**config.mk**
```make
export PLATFORM = sky130hd
export DESIGN_NAME = button_debounce_long_press_repeat
export DESIGN_NICKNAME = d
export VERILOG_FILES = /design/src/rtl/bdlpr_pkg.sv /design/src/rtl/bdlpr_cfg.sv /design/src/rtl/bdlpr_lane.sv /design/src/rtl/bdlpr_merge.sv /design/src/rtl/button_debounce_long_press_repeat.sv
export SDC_FILE = /design/constraint.sdc
export NUM_CORES = 2
export LEC_CHECK = 0
export BUFFER_PORTS_ARGS = -buffer_cell sky130_fd_sc_hd__buf_2
export CAP_MARGIN = 20
export CORE_MARGIN = 4
export CORE_UTILIZATION = 50
export CTS_CLUSTER_DIAMETER = 50
export DETAILED_ROUTE_END_ITERATION = 6
export GPL_ROUTABILITY_DRIVEN = 0
export PLACE_DENSITY = 0.74
export SLEW_MARGIN = 20
export SYNTH_ARGS = -nofsm -noshare
export SYNTH_HDL_FRONTEND = slang
export SYNTH_HIERARCHICAL = 1
export SYNTH_SLANG_ARGS = --single-unit
```
**constraint.sdc**
```tcl
create_clock -name clk -period 10.6 [get_ports clk]
set_clock_uncertainty 0.1 [all_clocks]
set_input_delay 1.06 -clock clk [delete_from_list [all_inputs] [get_ports clk]]
set_output_delay 1.06 -clock clk [all_outputs]
set_load 0.02 [all_outputs]
```
**src/rtl/bdlpr_pkg.sv**
```systemverilog
// Shared types and constants for the button debounce / long press / repeat block.
package bdlpr_pkg;

    localparam int CFG_ADDR_W = 5;
    localparam int CFG_DATA_W = 32;
    localparam int THRESH_W   = 16;
    localparam int EN_W       = 3;

    typedef enum logic [2:0] {
        REG_DEBOUNCE     = 3'd0,
        REG_LONG_PRESS   = 3'd1,
        REG_REPEAT_DELAY = 3'd2,
        REG_REPEAT_RATE  = 3'd3,
        REG_LP_ENABLE    = 3'd4,
        REG_AR_ENABLE    = 3'd5
    } reg_idx_t;

    localparam logic [THRESH_W-1:0] DEBOUNCE_RESET     = 16'd50;
    localparam logic [THRESH_W-1:0] LONG_PRESS_RESET   = 16'd1000;
    localparam logic [THRESH_W-1:0] REPEAT_DELAY_RESET = 16'd500;
    localparam logic [THRESH_W-1:0] REPEAT_RATE_RESET  = 16'd150;
    localparam logic [EN_W-1:0]     LP_ENABLE_RESET    = 3'd4;
    localparam logic [EN_W-1:0]     AR_ENABLE_RESET    = 3'd3;

    typedef struct packed {
        logic [THRESH_W-1:0] debounce;
        logic [THRESH_W-1:0] long_press;
        logic [THRESH_W-1:0] repeat_delay;
        logic [THRESH_W-1:0] repeat_rate;
    } thresh_t;

    typedef struct packed {
        logic short_evt;
        logic repeat_evt;
        logic long_evt;
        logic stable;
    } lane_evt_t;

endpackage

```
**src/rtl/bdlpr_cfg.sv**
```systemverilog
// APB-style configuration register file.
module bdlpr_cfg #(
    parameter int BUTTON_COUNT = 3
) (
    input  logic                                   clk,
    input  logic                                   rst_n,
    input  logic                                   psel,
    input  logic                                   penable,
    input  logic                                   pwrite,
    input  logic [bdlpr_pkg::CFG_ADDR_W-1:0]       paddr,
    input  logic [bdlpr_pkg::CFG_DATA_W-1:0]       pwdata,
    output logic [bdlpr_pkg::CFG_DATA_W-1:0]       prdata,
    output logic                                   pready,
    output bdlpr_pkg::thresh_t                     thresh,
    output logic [BUTTON_COUNT-1:0]                lp_en,
    output logic [BUTTON_COUNT-1:0]                ar_en
);

    bdlpr_pkg::thresh_t            thresh_reg;
    bdlpr_pkg::thresh_t            thresh_next;
    logic [BUTTON_COUNT-1:0]       lp_en_reg;
    logic [BUTTON_COUNT-1:0]       lp_en_next;
    logic [BUTTON_COUNT-1:0]       ar_en_reg;
    logic [BUTTON_COUNT-1:0]       ar_en_next;
    logic                          wr;
    logic [2:0]                    idx;

    assign pready = 1'b1;
    assign wr     = psel && penable && pwrite;
    assign idx    = paddr[4:2];

    always_comb
    begin
        thresh_next = thresh_reg;
        lp_en_next  = lp_en_reg;
        ar_en_next  = ar_en_reg;
        if (wr)
        begin
            case (idx)
                bdlpr_pkg::REG_DEBOUNCE:
                    thresh_next.debounce = pwdata[bdlpr_pkg::THRESH_W-1:0];
                bdlpr_pkg::REG_LONG_PRESS:
                    thresh_next.long_press = pwdata[bdlpr_pkg::THRESH_W-1:0];
                bdlpr_pkg::REG_REPEAT_DELAY:
                    thresh_next.repeat_delay = pwdata[bdlpr_pkg::THRESH_W-1:0];
                bdlpr_pkg::REG_REPEAT_RATE:
                    thresh_next.repeat_rate = pwdata[bdlpr_pkg::THRESH_W-1:0];
                bdlpr_pkg::REG_LP_ENABLE:
                    lp_en_next = pwdata[BUTTON_COUNT-1:0];
                bdlpr_pkg::REG_AR_ENABLE:
                    ar_en_next = pwdata[BUTTON_COUNT-1:0];
                default:
                    ;
            endcase
        end
    end

    always_comb
    begin
        case (idx)
            bdlpr_pkg::REG_DEBOUNCE:     prdata = 32'(thresh_reg.debounce);
            bdlpr_pkg::REG_LONG_PRESS:   prdata = 32'(thresh_reg.long_press);
            bdlpr_pkg::REG_REPEAT_DELAY: prdata = 32'(thresh_reg.repeat_delay);
            bdlpr_pkg::REG_REPEAT_RATE:  prdata = 32'(thresh_reg.repeat_rate);
            bdlpr_pkg::REG_LP_ENABLE:    prdata = 32'(lp_en_reg);
            bdlpr_pkg::REG_AR_ENABLE:    prdata = 32'(ar_en_reg);
            default:                     prdata = '0;
        endcase
    end

    always_ff @(posedge clk or negedge rst_n)
    begin
        if (!rst_n)
        begin
            thresh_reg.debounce     <= bdlpr_pkg::DEBOUNCE_RESET;
            thresh_reg.long_press   <= bdlpr_pkg::LONG_PRESS_RESET;
            thresh_reg.repeat_delay <= bdlpr_pkg::REPEAT_DELAY_RESET;
            thresh_reg.repeat_rate  <= bdlpr_pkg::REPEAT_RATE_RESET;
            lp_en_reg               <= BUTTON_COUNT'(bdlpr_pkg::LP_ENABLE_RESET);
            ar_en_reg               <= BUTTON_COUNT'(bdlpr_pkg::AR_ENABLE_RESET);
        end
        else
        begin
            thresh_reg <= thresh_next;
            lp_en_reg  <= lp_en_next;
            ar_en_reg  <= ar_en_next;
        end
    end

    assign thresh = thresh_reg;
    assign lp_en  = lp_en_reg;
    assign ar_en  = ar_en_reg;

endmodule

```
**src/rtl/bdlpr_lane.sv**
```systemverilog
// Per-button debounce, press, long press and auto-repeat core.
module bdlpr_lane #(
    parameter int TIME_WIDTH = 32
) (
    input  logic                      clk,
    input  logic                      rst_n,
    input  logic                      advance,
    input  logic [TIME_WIDTH-1:0]     now,
    input  logic                      raw,
    input  logic                      lp_en,
    input  logic                      ar_en,
    input  bdlpr_pkg::thresh_t        thresh,
    output bdlpr_pkg::lane_evt_t      evt
);

    logic [TIME_WIDTH-1:0] lock_start_reg, lock_start_next;
    logic [TIME_WIDTH-1:0] hold_start_reg, hold_start_next;
    logic [TIME_WIDTH-1:0] last_rep_reg, last_rep_next;
    logic                  level_reg, level_next;
    logic                  fired_reg, fired_next;
    logic                  repeating_reg, repeating_next;

    logic [TIME_WIDTH-1:0] lock_el;
    logic [TIME_WIDTH-1:0] hold_el;
    logic [TIME_WIDTH-1:0] rep_el;
    logic                  change;
    logic                  press;
    logic                  release_acc;
    logic                  fired_cur;
    logic                  repeating_cur;
    logic                  long_hit;
    logic                  rep_hit;
    logic                  first_rep;

    assign lock_el     = now - lock_start_reg;
    assign change      = (lock_el >= TIME_WIDTH'(thresh.debounce)) && (raw != level_reg);
    assign press       = change && !raw;
    assign release_acc = change && raw;

    // a fresh press restarts the hold and repeat timers at zero elapsed
    assign hold_el       = press ? '0 : (now - hold_start_reg);
    assign rep_el        = press ? '0 : (now - last_rep_reg);
    assign fired_cur     = press ? 1'b0 : fired_reg;
    assign repeating_cur = change ? 1'b0 : repeating_reg;
    assign level_next    = change ? raw : level_reg;

    assign long_hit  = !level_next && lp_en && !fired_cur
                       && (hold_el >= TIME_WIDTH'(thresh.long_press));
    assign first_rep = !level_next && ar_en && !repeating_cur
                       && (hold_el >= TIME_WIDTH'(thresh.repeat_delay));
    assign rep_hit   = first_rep || (!level_next && ar_en && repeating_cur
                       && (rep_el >= TIME_WIDTH'(thresh.repeat_rate)));

    assign lock_start_next = change ? now : lock_start_reg;
    assign hold_start_next = press ? now : hold_start_reg;
    assign last_rep_next   = (press || rep_hit) ? now : last_rep_reg;
    assign fired_next      = fired_cur || long_hit;
    assign repeating_next  = repeating_cur || first_rep;

    assign evt.short_evt  = (press && !lp_en) || (release_acc && lp_en && !fired_reg);
    assign evt.repeat_evt = rep_hit;
    assign evt.long_evt   = long_hit;
    assign evt.stable     = level_next;

    always_ff @(posedge clk or negedge rst_n)
    begin
        if (!rst_n)
        begin
            lock_start_reg <= '0;
            hold_start_reg <= '0;
            last_rep_reg   <= '0;
            level_reg      <= 1'b1;
            fired_reg      <= 1'b0;
            repeating_reg  <= 1'b0;
        end
        else if (advance)
        begin
            lock_start_reg <= lock_start_next;
            hold_start_reg <= hold_start_next;
            last_rep_reg   <= last_rep_next;
            level_reg      <= level_next;
            fired_reg      <= fired_next;
            repeating_reg  <= repeating_next;
        end
    end

endmodule

```
**src/rtl/bdlpr_merge.sv**
```systemverilog
// Gathers lane results into event vectors and buffers them in a two-entry output stage.
module bdlpr_merge #(
    parameter int BUTTON_COUNT = 3
) (
    input  logic                                        clk,
    input  logic                                        rst_n,
    input  logic                                        load,
    input  bdlpr_pkg::lane_evt_t [BUTTON_COUNT-1:0]     lane_evt,
    output logic                                        full,
    output logic                                        event_valid,
    input  logic                                        event_stall,
    output logic [BUTTON_COUNT-1:0]                     short_events,
    output logic [BUTTON_COUNT-1:0]                     repeat_events,
    output logic [BUTTON_COUNT-1:0]                     long_events,
    output logic [BUTTON_COUNT-1:0]                     stable_levels
);

    localparam int RES_W = 4 * BUTTON_COUNT;

    logic [RES_W-1:0] packed_res;
    logic [RES_W-1:0] out_data_reg;
    logic [RES_W-1:0] skid_data_reg;
    logic             out_valid_reg, out_valid_next;
    logic             skid_valid_reg, skid_valid_next;
    logic             out_fire;

    always_comb
    begin
        for (int i = 0; i < BUTTON_COUNT; i++)
        begin
            packed_res[i]                  = lane_evt[i].short_evt;
            packed_res[BUTTON_COUNT + i]   = lane_evt[i].repeat_evt;
            packed_res[2*BUTTON_COUNT + i] = lane_evt[i].long_evt;
            packed_res[3*BUTTON_COUNT + i] = lane_evt[i].stable;
        end
    end

    assign out_fire = out_valid_reg && !event_stall;
    assign full     = skid_valid_reg;

    always_comb
    begin
        out_valid_next  = out_valid_reg;
        skid_valid_next = skid_valid_reg;
        if (skid_valid_reg)
        begin
            if (out_fire)
                skid_valid_next = 1'b0;
        end
        else if (load)
        begin
            if (out_valid_reg && !out_fire)
                skid_valid_next = 1'b1;
            else
                out_valid_next = 1'b1;
        end
        else if (out_fire)
        begin
            out_valid_next = 1'b0;
        end
    end

    always_ff @(posedge clk or negedge rst_n)
    begin
        if (!rst_n)
        begin
            out_valid_reg  <= 1'b0;
            skid_valid_reg <= 1'b0;
        end
        else
        begin
            out_valid_reg  <= out_valid_next;
            skid_valid_reg <= skid_valid_next;
        end
    end

    always_ff @(posedge clk)
    begin
        if (skid_valid_reg)
        begin
            if (out_fire)
                out_data_reg <= skid_data_reg;
        end
        else if (load)
        begin
            if (out_valid_reg && !out_fire)
                skid_data_reg <= packed_res;
            else
                out_data_reg <= packed_res;
        end
    end

    assign event_valid   = out_valid_reg;
    assign short_events  = out_data_reg[BUTTON_COUNT-1:0];
    assign repeat_events = out_data_reg[2*BUTTON_COUNT-1:BUTTON_COUNT];
    assign long_events   = out_data_reg[3*BUTTON_COUNT-1:2*BUTTON_COUNT];
    assign stable_levels = out_data_reg[4*BUTTON_COUNT-1:3*BUTTON_COUNT];

endmodule

```
**src/rtl/button_debounce_long_press_repeat.sv**
```systemverilog
// Top level: debounced buttons with short press, long press and auto-repeat events.
// One transaction on the tick channel is one time tick carrying the raw active-low
// button levels; each produces exactly one result transaction with one-tick event
// pulses and the debounced levels. A tick is taken in every cycle unless tick_stall
// is high: each button has its own lane whose timers are a subtract and compare
// against a count of accepted ticks, all evaluated in the cycle the tick is taken.
// The result is registered into a two-entry output buffer that drives the event
// channel; tick_stall rises only while both entries hold untaken results. The user
// must write configuration over the APB port while the block is idle; not enforced.
module button_debounce_long_press_repeat #(
    parameter int BUTTON_COUNT = 3,
    parameter int TIME_WIDTH   = 32
) (
    input  logic                                  clk,
    input  logic                                  rst_n,
    input  logic                                  psel,
    input  logic                                  penable,
    input  logic                                  pwrite,
    input  logic [bdlpr_pkg::CFG_ADDR_W-1:0]      paddr,
    input  logic [bdlpr_pkg::CFG_DATA_W-1:0]      pwdata,
    output logic [bdlpr_pkg::CFG_DATA_W-1:0]      prdata,
    output logic                                  pready,
    input  logic                                  tick_valid,
    output logic                                  tick_stall,
    input  logic [BUTTON_COUNT-1:0]               raw_levels,
    output logic                                  event_valid,
    input  logic                                  event_stall,
    output logic [BUTTON_COUNT-1:0]               short_events,
    output logic [BUTTON_COUNT-1:0]               repeat_events,
    output logic [BUTTON_COUNT-1:0]               long_events,
    output logic [BUTTON_COUNT-1:0]               stable_levels
);

    bdlpr_pkg::thresh_t                       thresh;
    logic [BUTTON_COUNT-1:0]                  lp_en;
    logic [BUTTON_COUNT-1:0]                  ar_en;
    bdlpr_pkg::lane_evt_t [BUTTON_COUNT-1:0]  lane_evt;
    logic                                     full;
    logic                                     advance;
    logic [TIME_WIDTH-1:0]                    tick_time_reg;
    logic [TIME_WIDTH-1:0]                    tick_time_next;

    assign tick_stall     = full;
    assign advance        = tick_valid && !full;
    assign tick_time_next = tick_time_reg + TIME_WIDTH'(1);

    always_ff @(posedge clk or negedge rst_n)
    begin
        if (!rst_n)
            tick_time_reg <= '0;
        else if (advance)
            tick_time_reg <= tick_time_next;
    end

    bdlpr_cfg #(
        .BUTTON_COUNT (BUTTON_COUNT)
    ) u_cfg (
        .clk     (clk),
        .rst_n   (rst_n),
        .psel    (psel),
        .penable (penable),
        .pwrite  (pwrite),
        .paddr   (paddr),
        .pwdata  (pwdata),
        .prdata  (prdata),
        .pready  (pready),
        .thresh  (thresh),
        .lp_en   (lp_en),
        .ar_en   (ar_en)
    );

    for (genvar g = 0; g < BUTTON_COUNT; g++)
    begin : g_lane
        bdlpr_lane #(
            .TIME_WIDTH (TIME_WIDTH)
        ) u_lane (
            .clk     (clk),
            .rst_n   (rst_n),
            .advance (advance),
            .now     (tick_time_reg),
            .raw     (raw_levels[g]),
            .lp_en   (lp_en[g]),
            .ar_en   (ar_en[g]),
            .thresh  (thresh),
            .evt     (lane_evt[g])
        );
    end

    bdlpr_merge #(
        .BUTTON_COUNT (BUTTON_COUNT)
    ) u_merge (
        .clk           (clk),
        .rst_n         (rst_n),
        .load          (advance),
        .lane_evt      (lane_evt),
        .full          (full),
        .event_valid   (event_valid),
        .event_stall   (event_stall),
        .short_events  (short_events),
        .repeat_events (repeat_events),
        .long_events   (long_events),
        .stable_levels (stable_levels)
    );

endmodule
```
==> flow_summary.yaml <==
synth:
  netlist_area_sq_um: 41200
  synth_fa_ha_area_frac: 0.147
  synth_edf_count: 24
  synth_top_family_by_area: "compound AO/OA/AOI/OAI gates"
  ys_types: 129
  synthSimpleGateAreaFrac: 0.156
  synth.most_common_cell: "inv_1"
  ys_async_sr_fraction: 0.944
  yosysTopAreaCell: "dfrtp_1"
  muxShareOfSynthArea: 0.117
  synth_area_leaders: "dfrtp_1 23%, ha_1 14%, mux2_2 6.6%"
  synth_commonest_cells: "544 x inv_1, 466 x ha_1, 376 x dfrtp_1"
  synth_top_area_frac: 0.229
  avgSynthCellArea_sq_um: 8.77
  ys_ff_latch: 425
  synth_xor_xnor_area_share: 0.0429
  ys_warn_count: 6
  yosysSeqAreaShare: 0.262
  synthFlopType: "dfrtp_1"
  synth_compound_area_frac: 0.200
  synthCells: 4693
finish:
  final_cells: 5854
  seq_area_sq_um: 10800
  nNetsFinal: 5252
  num-fill-cells: 7211
  multiInputGateArea_sq_um: 27400
  final_util: 0.552
  syn2layout_area_growth_pct: 8.72
  drive_above_1_share: 0.151
power_and_ir_drop:
  ir_drop_mv: 0.223
  power_w: 0.0148
  p_leak_nw: 20.9
  p_per_area_nw_per_um2: 330
outcome:
  violations: "DRC"
  status: "finished with violations"
placed_design:
  portBuffers: 58
  placed_cells: 5720
  hpwl_microns: 96000
setup_path:
  path_class: "flip-flop to flip-flop"
  slowest_delay_ps: 850
  reg2reg_depth: 31
  required_ps: 10980
  slowest_stage: "dfrtp_1"
  r2r_end: "g_lane[2].u_lane/last_rep_reg[24]$_DFFE_PN0P_"
  start_kind: "flip-flop"
  r2r_start: "tick_time_reg[1]$_DFFE_PN0P_"
  worst-path-max-fanout: 32
  setup.worst_path.end_class: "flip-flop"
  worstPathArrival_ps: 10000
  r2r_slack_ps: 980
detailed_routing:
  via_count: 36400
  finalWirelength_microns: 127000
  ant_nets: 0
  drt-initial-drc-count: 3577
  vias_per_cell: 6.22
  firstDrtPassIters: 7
  wl_per_cell_microns: 21.7
  drc_errors: 1
timing:
  clock.fmax_ghz: 0.104
  min_period_over_period: 0.907
  whs_ps: 388
  final-hold-violation-count: 0
  slew_violations: 0
  slew_headroom: 0.328
  worst_pin_slew_ps: 1000
  fin_crit_ps: 9620
  final-setup-viol-count: 0
  rsz0062_at_grt: "false"
  tns_ps: 0
grt:
  antenna_found_initial: 10
  grt_usage: 0.286
  grt_pass1_vias: 34700
  grt_pass1_wl_microns: 196000
  overflow: 0
  grt_max_degree: 131
cts:
  clk_pin_slew_worst_paths_ps: 60
  holdBufCountCts: 0
  htree_levels: 3
  cts_num_sinks: 425
  cts_buffer_depth: 3
  cts_tree: "built"
  cts-root-buf: "clkbuf_16"
  cts_resized: 0
  clock_latency_ps: 620
  cts_made_buffers: 68
  cts_setup_buffers: 0
floorplan:
  dieArea_sq_um: 87000
  start_util: 0.508
  core.rowCount: 104
  ioPinCount: 94
  fp.coreArea_sq_um: 81100
  die_y_microns: 295
  dieWidth_microns: 295
hold_path:
  holdCritPathClass: "flip-flop to flip-flop"
  hold_start: "g_lane[0].u_lane/hold_start_reg[0]$_DFFE_PN0P_"
  whs_endpoint: "g_lane[0].u_lane/hold_start_reg[0]$_DFFE_PN0P_"
  hold_depth: 2
run:
  maxCapViolations: 0
power breakdown:
group | total (W) | switching (W) | leakage, nW | internal (W)
Clock | 0.00236 | 0.000874 | 1.15 | 0.00148
Combinational | 0.00982 | 0.00560 | 14.4 | 0.00422
Sequential | 0.00259 | 0.000448 | 5.27 | 0.00214
Total | 0.0148 | 0.00692 | 20.9 | 0.00785
how the worst max path moves through the flow:
stage                                            start                                            end  slack, ps  cells after the start
after floorplan           tick_time_reg[1]$_DFFE_PN0P_              u_merge/out_data_reg[4]$_DFFE_PP_       2710                     33
after global placement    tick_time_reg[1]$_DFFE_PN0P_  g_lane[2].u_lane/last_rep_reg[28]$_DFFE_PN0P_       1490                     31
after CTS                 tick_time_reg[1]$_DFFE_PN0P_  g_lane[2].u_lane/last_rep_reg[17]$_DFFE_PN0P_       1200                     31
final                     tick_time_reg[1]$_DFFE_PN0P_  g_lane[2].u_lane/last_rep_reg[24]$_DFFE_PN0P_        980                     31
after global routing      tick_time_reg[1]$_DFFE_PN0P_  g_lane[2].u_lane/last_rep_reg[21]$_DFFE_PN0P_        420                     31
after detailed placement  tick_time_reg[1]$_DFFE_PN0P_  g_lane[2].u_lane/last_rep_reg[24]$_DFFE_PN0P_       1270                     31
layer usage:
metal	vias to the layer above	wire length [microns]	track usage
li1	17100	-	-
met1	17400	52400	0.382
met2	1657	53200	0.438
met3	312	13100	0.0560
met4	2	8010	0.158
met5	-	7	0
worst max-delay path: cells and delay by family (launching register included):
| family | cells | cell delay (ps) |
|---|---|---|
| flops | 1 | 850 |
| xor+xnor | 1 | 170 |
| fa+ha+maj | 3 | 1070 |
| mux | 1 | 380 |
| compound gates | 17 | 4310 |
| simple gates | 8 | 2310 |
| buf+inv | 1 | 230 |
through the flow:
| stage | worst slack, ps | area [sq um] |
|---|---|---|
| after detailed placement | 1270 | 42300 |
| final | 984 | 44800 |
| after global placement | 1490 | 42300 |
| after CTS | 1200 | 44700 |
| after floorplan | 2710 | 41200 |
| after global routing | 423 | 44700 |
layout by cell type, fill, tap and decap left out, types with 18 or more instances in the layout:
cell type	instances
a211oi_1	54
nor3_1	77
and3_1	38
a31oi_1	29
nand2_1	311
o211ai_1	48
buf_4	65
a21o_1	116
o21bai_1	28
o2111ai_1	21
ha_1	466
mux2_2	243
o21ai_0	244
buf_2	57
or3_1	22
xnor2_1	105
nand4_1	101
clkbuf_16	72
nor2b_1	52
xor2_1	91
mux2i_1	33
edfxtp_1	24
dfrtp_1	376
mux2_4	96
nor2_1	301
dfstp_2	25
o221ai_1	19
a2111oi_0	21
nor4_1	35
nand2b_1	82
and2_1	24
a21boi_0	18
inv_1	544
o22ai_1	18
nand3_1	91
a21oi_1	352
o21a_1	57
layout make-up:
type                    instances  area share
multi-input cells            3567       0.612
flip-flops and latches        425       0.241
inverters                     544      0.0456
clock buffers                  86      0.0423
well taps                    1060      0.0296
repair buffers                124      0.0181
clock inverters                39      0.0113
diodes                          9    0.000503
logic make-up (layout without fill, tap and decap cells):
| logic type | Yosys count | in the layout |
|---|---|---|
| AO/OA/AOI/OAI | 1234 | 1234 |
| XOR/XNOR | 199 | 199 |
| adder cells (fa/ha/maj) | 478 | 478 |
| buffers and inverters | 716 | 793 |
| flip-flops | 425 | 425 |
| multiplexers | 386 | 386 |
| other | 2 | 26 |
| AND/OR/NAND/NOR | 1253 | 1253 |
(Power assumes the default switching activity.)
